==> src/rtl/core/htfd_pkg.sv <==
// ----------------------------------------------------------------------------
// Humidity/temperature frame decoder package
// Shared constants, status codes and the byte-wide CRC-8 update function.
// ----------------------------------------------------------------------------
`default_nettype none

package htfd_pkg;

    localparam logic [7:0]  CRC_POLY   = 8'h31;
    localparam logic [7:0]  CRC_INIT   = 8'hFF;
    localparam int unsigned BUSY_BIT   = 7;
    localparam logic [2:0]  LAST_INDEX = 3'd6;
    localparam logic [9:0]  RH_SCALE   = 10'd625;
    localparam logic [10:0] T_SCALE    = 11'd1250;
    localparam logic [14:0] T_OFFSET   = 15'd5000;

    typedef enum logic [1:0] {
        ST_OK   = 2'd0,
        ST_BUSY = 2'd1,
        ST_CRC  = 2'd2
    } status_t;

    function automatic logic [7:0] crc8_update(input logic [7:0] crc, input logic [7:0] b);
        logic [7:0] c;
        c = crc ^ b;
        for (int k = 0; k < 8; k++) begin
            if (c[7]) begin
                c = {c[6:0], 1'b0} ^ CRC_POLY;
            end else begin
                c = {c[6:0], 1'b0};
            end
        end
        return c;
    endfunction

endpackage

`default_nettype wire

==> src/rtl/core/humidity_temp_frame_decoder.sv <==
// ----------------------------------------------------------------------------
// Humidity/temperature frame decoder
// One byte is accepted per cycle unless the output holds an unread result; a
// frame's result is registered in the cycle after its seventh byte.
// Synchronous active-low reset closes any open frame and empties the output.
// ----------------------------------------------------------------------------
`default_nettype none

module humidity_temp_frame_decoder (
    input  wire logic               aclk,
    input  wire logic               aresetn,
    input  wire logic               s_valid,
    output logic                    s_ready,
    input  wire logic [7:0]         s_data_byte,
    input  wire logic               s_frame_start,
    output logic                    m_valid,
    input  wire logic               m_ready,
    output logic [1:0]              m_result_status,
    output logic signed [14:0]      m_temperature_c100,
    output logic [13:0]             m_humidity_c100
);

    logic [2:0]  byte_index_reg, byte_index_next;
    logic        in_frame_reg, in_frame_next;
    logic [7:0]  crc_reg, crc_next;
    logic        busy_seen_reg, busy_seen_next;
    logic [19:0] humidity_raw_reg, humidity_raw_next;
    logic [19:0] temperature_raw_reg, temperature_raw_next;

    logic                 m_valid_reg, m_valid_next;
    htfd_pkg::status_t    status_reg, status_next;
    logic [14:0]          temp_reg, temp_next;
    logic [13:0]          hum_reg, hum_next;

    logic        accept;
    logic        active;
    logic        produce;
    logic [2:0]  idx;
    logic [7:0]  crc_base;
    logic [29:0] h_prod;
    logic [30:0] t_prod;

    assign s_ready = !m_valid_reg || m_ready;
    assign accept  = s_valid && s_ready;
    assign active  = s_frame_start || in_frame_reg;
    assign idx      = s_frame_start ? 3'd0 : byte_index_reg;
    assign crc_base = s_frame_start ? htfd_pkg::CRC_INIT : crc_reg;
    assign produce  = accept && active && (idx >= htfd_pkg::LAST_INDEX);

    assign h_prod = 30'(humidity_raw_reg) * 30'(htfd_pkg::RH_SCALE);
    assign t_prod = 31'(temperature_raw_reg) * 31'(htfd_pkg::T_SCALE);

    always_comb begin
        byte_index_next      = byte_index_reg;
        in_frame_next        = in_frame_reg;
        crc_next             = crc_reg;
        busy_seen_next       = busy_seen_reg;
        humidity_raw_next    = humidity_raw_reg;
        temperature_raw_next = temperature_raw_reg;
        if (accept && active) begin
            case (idx)
                3'd0: busy_seen_next = s_data_byte[htfd_pkg::BUSY_BIT];
                3'd1: humidity_raw_next[19:12] = s_data_byte;
                3'd2: humidity_raw_next[11:4] = s_data_byte;
                3'd3: begin
                    humidity_raw_next[3:0]     = s_data_byte[7:4];
                    temperature_raw_next[19:16] = s_data_byte[3:0];
                end
                3'd4: temperature_raw_next[15:8] = s_data_byte;
                3'd5: temperature_raw_next[7:0] = s_data_byte;
                default: ;
            endcase
            if (idx < htfd_pkg::LAST_INDEX) begin
                crc_next        = htfd_pkg::crc8_update(crc_base, s_data_byte);
                byte_index_next = idx + 3'd1;
                in_frame_next   = 1'b1;
            end else begin
                crc_next        = htfd_pkg::CRC_INIT;
                byte_index_next = 3'd0;
                in_frame_next   = 1'b0;
            end
        end
    end

    always_comb begin
        m_valid_next = m_valid_reg && !m_ready;
        status_next  = status_reg;
        temp_next    = temp_reg;
        hum_next     = hum_reg;
        if (produce) begin
            m_valid_next = 1'b1;
            temp_next    = 15'd0;
            hum_next     = 14'd0;
            if (busy_seen_reg) begin
                status_next = htfd_pkg::ST_BUSY;
            end else if (crc_reg != s_data_byte) begin
                status_next = htfd_pkg::ST_CRC;
            end else begin
                status_next = htfd_pkg::ST_OK;
                hum_next    = h_prod[29:16];
                temp_next   = t_prod[30:16] - htfd_pkg::T_OFFSET;
            end
        end
    end

    always_ff @(posedge aclk) begin
        if (!aresetn) begin
            byte_index_reg <= 3'd0;
            in_frame_reg   <= 1'b0;
            crc_reg        <= htfd_pkg::CRC_INIT;
            busy_seen_reg  <= 1'b0;
            m_valid_reg    <= 1'b0;
        end else begin
            byte_index_reg <= byte_index_next;
            in_frame_reg   <= in_frame_next;
            crc_reg        <= crc_next;
            busy_seen_reg  <= busy_seen_next;
            m_valid_reg    <= m_valid_next;
        end
    end

    always_ff @(posedge aclk) begin
        humidity_raw_reg    <= humidity_raw_next;
        temperature_raw_reg <= temperature_raw_next;
        status_reg          <= status_next;
        temp_reg            <= temp_next;
        hum_reg             <= hum_next;
    end

    assign m_valid            = m_valid_reg;
    assign m_result_status    = status_reg;
    assign m_temperature_c100 = temp_reg;
    assign m_humidity_c100    = hum_reg;

    a_idle_index : assert property (@(posedge aclk) disable iff (!aresetn)
        !in_frame_reg |-> byte_index_reg == 3'd0)
        else $error("byte index nonzero outside a frame");

    a_fail_zero : assert property (@(posedge aclk) disable iff (!aresetn)
        m_valid_reg && (status_reg != htfd_pkg::ST_OK) |-> temp_reg == 15'd0 && hum_reg == 14'd0)
        else $error("nonzero values on a failed result");

    a_hum_range : assert property (@(posedge aclk) disable iff (!aresetn)
        m_valid_reg && (status_reg == htfd_pkg::ST_OK) |-> hum_reg <= 14'd9999)
        else $error("humidity out of range");

endmodule

`default_nettype wire
==> config.mk <==
export PLATFORM = sky130hd
export DESIGN_NAME = humidity_temp_frame_decoder
export DESIGN_NICKNAME = d
export VERILOG_FILES = /design/src/rtl/core/htfd_pkg.sv /design/src/rtl/core/humidity_temp_frame_decoder.sv
export SDC_FILE = /design/constraint.sdc
export NUM_CORES = 1
export LEC_CHECK = 0
export ABC_AREA = 1
export BUFFER_PORTS_ARGS = -buffer_cell sky130_fd_sc_hd__buf_2
export CAP_MARGIN = 20
export CELL_PAD_IN_SITES_DETAIL_PLACEMENT = 1
export CELL_PAD_IN_SITES_GLOBAL_PLACEMENT = 2
export CORE_MARGIN = 5
export CORE_UTILIZATION = 36
export CTS_BUF_LIST = sky130_fd_sc_hd__clkbuf_16
export CTS_CLUSTER_SIZE = 24
export DETAILED_ROUTE_END_ITERATION = 16
export MAX_ROUTING_LAYER = met4
export PLACE_DENSITY = 0.91
export REMOVE_ABC_BUFFERS = 1
export SYNTH_ARGS = -nofsm -noshare
export SYNTH_HDL_FRONTEND = slang
export SYNTH_SLANG_ARGS = --single-unit
==> constraint.sdc <==
create_clock -name aclk -period 5 [get_ports aclk]
set_clock_uncertainty 0.05 [all_clocks]
set_input_delay 0 -clock aclk [delete_from_list [all_inputs] [get_ports aclk]]
set_output_delay 0 -clock aclk [all_outputs]
set_load 0.02 [all_outputs]
==> flow_summary_export.csv <==
group,metric,value,unit
finish,area_growth_syn_to_layout,21.6,%
cts,clkLatencyLatePin,0.37,ns
synth,yosys_warnings,0,
placement,dp_cells,1710,
min_path,holdPathStages,5,
detailed_routing,wl_met3,850,µm
worst_setup_path,crit_path_frequent_cell,"nand2_1",
detailed_routing,antenna_left,0,
sta,max_freq,201,MHz
placement,dpl_worst_slack,-0.150,ns
placement,hpwl,22.8,mm
sta,drv_slew,0,
finish,fin_cells,1770,
synth,synth_edf_count,71,
synth,ys_ff_latch,85,
worst_setup_path,cp-startpoint,"temperature_raw_reg[11]",
floorplanning,die_y,180,µm
floorplanning,fp.dieW,180,µm
finish,layout_common_cells,"inv_1, nand2_1, ha_1",
power,vdd_drop_max,0.000141,V
sta,rsz0062_at_grt,"yes",
run_status,status,"finished clean",
cts,cts_max_level,3,
sta,setup_violations,0,
worst_setup_path,slowest_delay,0.59,ns
cts,cts-buffers-inserted,9,
worst_setup_path,cpLargestDelayFamily,"adder cells",
sta,period_minus_slack,4.97,ns
synth,syn_area,10400,µm²
cts,tritoncts,"done",
detailed_routing,first_pass_iters,4,
synth,syn_inst,1238,
floorplanning,coreArea,28600,µm²
finish,design_area,12700,µm²
global_route,grt_pass1_vias,8694,
sta,period_share,0.993,
floorplanning,start_util,0.364,
min_path,hold_end,"crc_reg[5]",
cts,clk_pin_slew_worst_paths,0.07,ns
detailed_routing,routed_via_density,4.76,
placement,globalplace.congestion,0.855,
sta,slew_headroom,0.539,
worst_setup_path,crit_required,5.07,ns
sta,timing.hold.ws,0.0898,ns
global_route,antenna_found_initial,0,
global_route,grt.overflow.total,0,
floorplanning,boundaryPins,46,
worst_setup_path,crit_chain,"inv_2 -> fa_1 -> inv_1 -> ha_1 -> fa_1 -> ha_4 -> fa_1 -> ha_4 -> nand2_1 -> nand2_1 -> a21oi_2 -> nand2_1 -> inv_1 -> nand2_1 -> xnor2_2 -> ha_4 -> inv_2 -> nor2_4 -> nand2_2 -> nand3_2 -> nand2_2 -> a21oi_2 -> nor2_1",
detailed_routing,drtIter0Drc,349,
sta,tightest_slew,0.689,ns
worst_setup_path,r2r.worst_path.cells,23,
placement,dpl_cell_area,11400,µm²
worst_setup_path,rrSetupSlack,0.03,ns
sta,hold_viol_final,0,
sta,fin_ws,0.0330,ns
detailed_routing,routed.top_layer,"met4",
finish,fin_util,0.442,
detailed_routing,wl_per_cell,16.9,µm
detailed_routing,dr_wl_met2,14.9,mm
power,power.leakage,0.00633,µW
detailed_routing,num_vias,8422,
worst_setup_path,crit_buf_inv,4,
worst_setup_path,critPathArrivalTime,5.04,ns
synth,async_reset_ff_frac,0,
worst_setup_path,start_kind,"flip-flop",
floorplanning,fp-row-count,62,
synth,synthDistinctLibCells,52,
worst_setup_path,crit_fanout,4,
detailed_routing,met1Wirelength,13.4,mm
cts,clk_path_buf_depth,2,
finish,drive_gt1_frac,0.218,
synth,synth.avg_cell_area,8.41,µm²
worst_setup_path,r2r-end,"m_temperature_c100[13]",
synth,synth-main-ff-cell,"edfxtp_1",
global_route,grt_max_degree,31,
floorplanning,dieArea,32400,µm²
worst_setup_path,crit_path_top_delay_cell,"fa_1",
cts,cts-root-buf,"clkbuf_16",
worst_setup_path,end_kind,"flip-flop",
global_route,grt_util_all_layers,0.176,
detailed_routing,drt-total-wl,30.0,mm
finish,final_net_count,1652,
power,powerDensity,145,nW/µm²
cts,cts_sinks,85,
min_path,worstHoldStart,"s_valid",
worst_setup_path,reg2reg_from,"temperature_raw_reg[11]",
min_path,hp-class,"in -> reg",
synth,yosysSeqAreaShare,0.232,
flow_run,maxCapViolCount,0,
finish,antenna_cells,0,
worst_setup_path,critPathKind,"reg -> reg",
placement,io_buffers,45,
detailed_routing,drc,0,
finish,final_common_cell,"inv_1",
global_route,grt_pass1_wl,45.2,mm
## logic make-up after synthesis
family | share of synthesized area
compound gates | 0.0790
buf+inv | 0.125
fa+ha+maj | 0.377
xor+xnor | 0.0232
flops | 0.232
simple gates | 0.164
## routing by layer
layer  up-vias  GRT usage
met5         -          -
met4         0     0.0399
met1      4114      0.233
li1       4154          -
met3        38     0.0232
met2       116      0.292
## worst min-delay path: stages
cell	delay (ns)
buf_2	0.09
inv_1	0.10
nor3_4	0.10
o21ai_2	0.13
nand2_2	0.04
## final cells by class
class,instances,area (µm²)
fill,3381,16000
multi-input combinational,810,7250
sequential,85,2410
inverter,338,1270
timing repair buffer,137,946
tap,384,480
clock buffer,9,225
clock inverter,7,71.3
## per-stage QoR
stage,setup TNS (ns),total power [µW]
after detailed placement,-0.596,1120
final,0,1830
after CTS,0,1830
after floorplan,0,1030
after global routing,-1.18,1920
after global placement,0,1110
## synthesized netlist by cell type (3+ instances only)
master      n  area share
nor3_1     11      0.0053
a31oi_1     3      0.0018
o22ai_1     4      0.0024
nor2_1     74       0.027
inv_2       6      0.0022
xnor2_1    11      0.0093
o21ai_1     6      0.0029
o21a_1     10      0.0072
a21oi_1    63       0.030
a21o_1      6      0.0043
xor2_1     11      0.0093
inv_1     332        0.12
nand2_1   212       0.076
nand2_2    21       0.013
a21oi_2     3      0.0025
ha_1      166        0.20
nand3_2     6      0.0058
nand3_1    33       0.016
dfxtp_1    14       0.027
nand4_1    13      0.0078
o21ai_0    29       0.014
nor2_2      7      0.0042
fa_1       92        0.18
edfxtp_1   71        0.20
## how the worst max path moves through the flow
stage	slack [ns]	endpoint	cells after the start
4_1_cts	0.02	m_temperature_c100[13]	27
3_3_place_gp	0.02	m_temperature_c100[14]	26
6_report	0.03	m_temperature_c100[13]	23
2_1_floorplan	0.23	m_temperature_c100[13]	29
5_1_grt	-0.19	m_temperature_c100[13]	26
3_5_place_dp	-0.15	m_temperature_c100[9]	24
## report_power, final
group	switching (µW)	total, µW	internal [µW]
clock network	355	708	354
logic	209	338	128
registers	11.2	786	775
total	575	1830	1260
## repair_timing
action / 4_1_cts / 5_1_grt
resized for setup: 10 / 119
pin swaps: 0 / 66
buffers inserted: 4 / 28
endpoints found under the setup margin: 7 / 17
hold buffers: 10 / 0
hold endpoints to repair: 49 / 0
(Power assumes the default switching activity.)
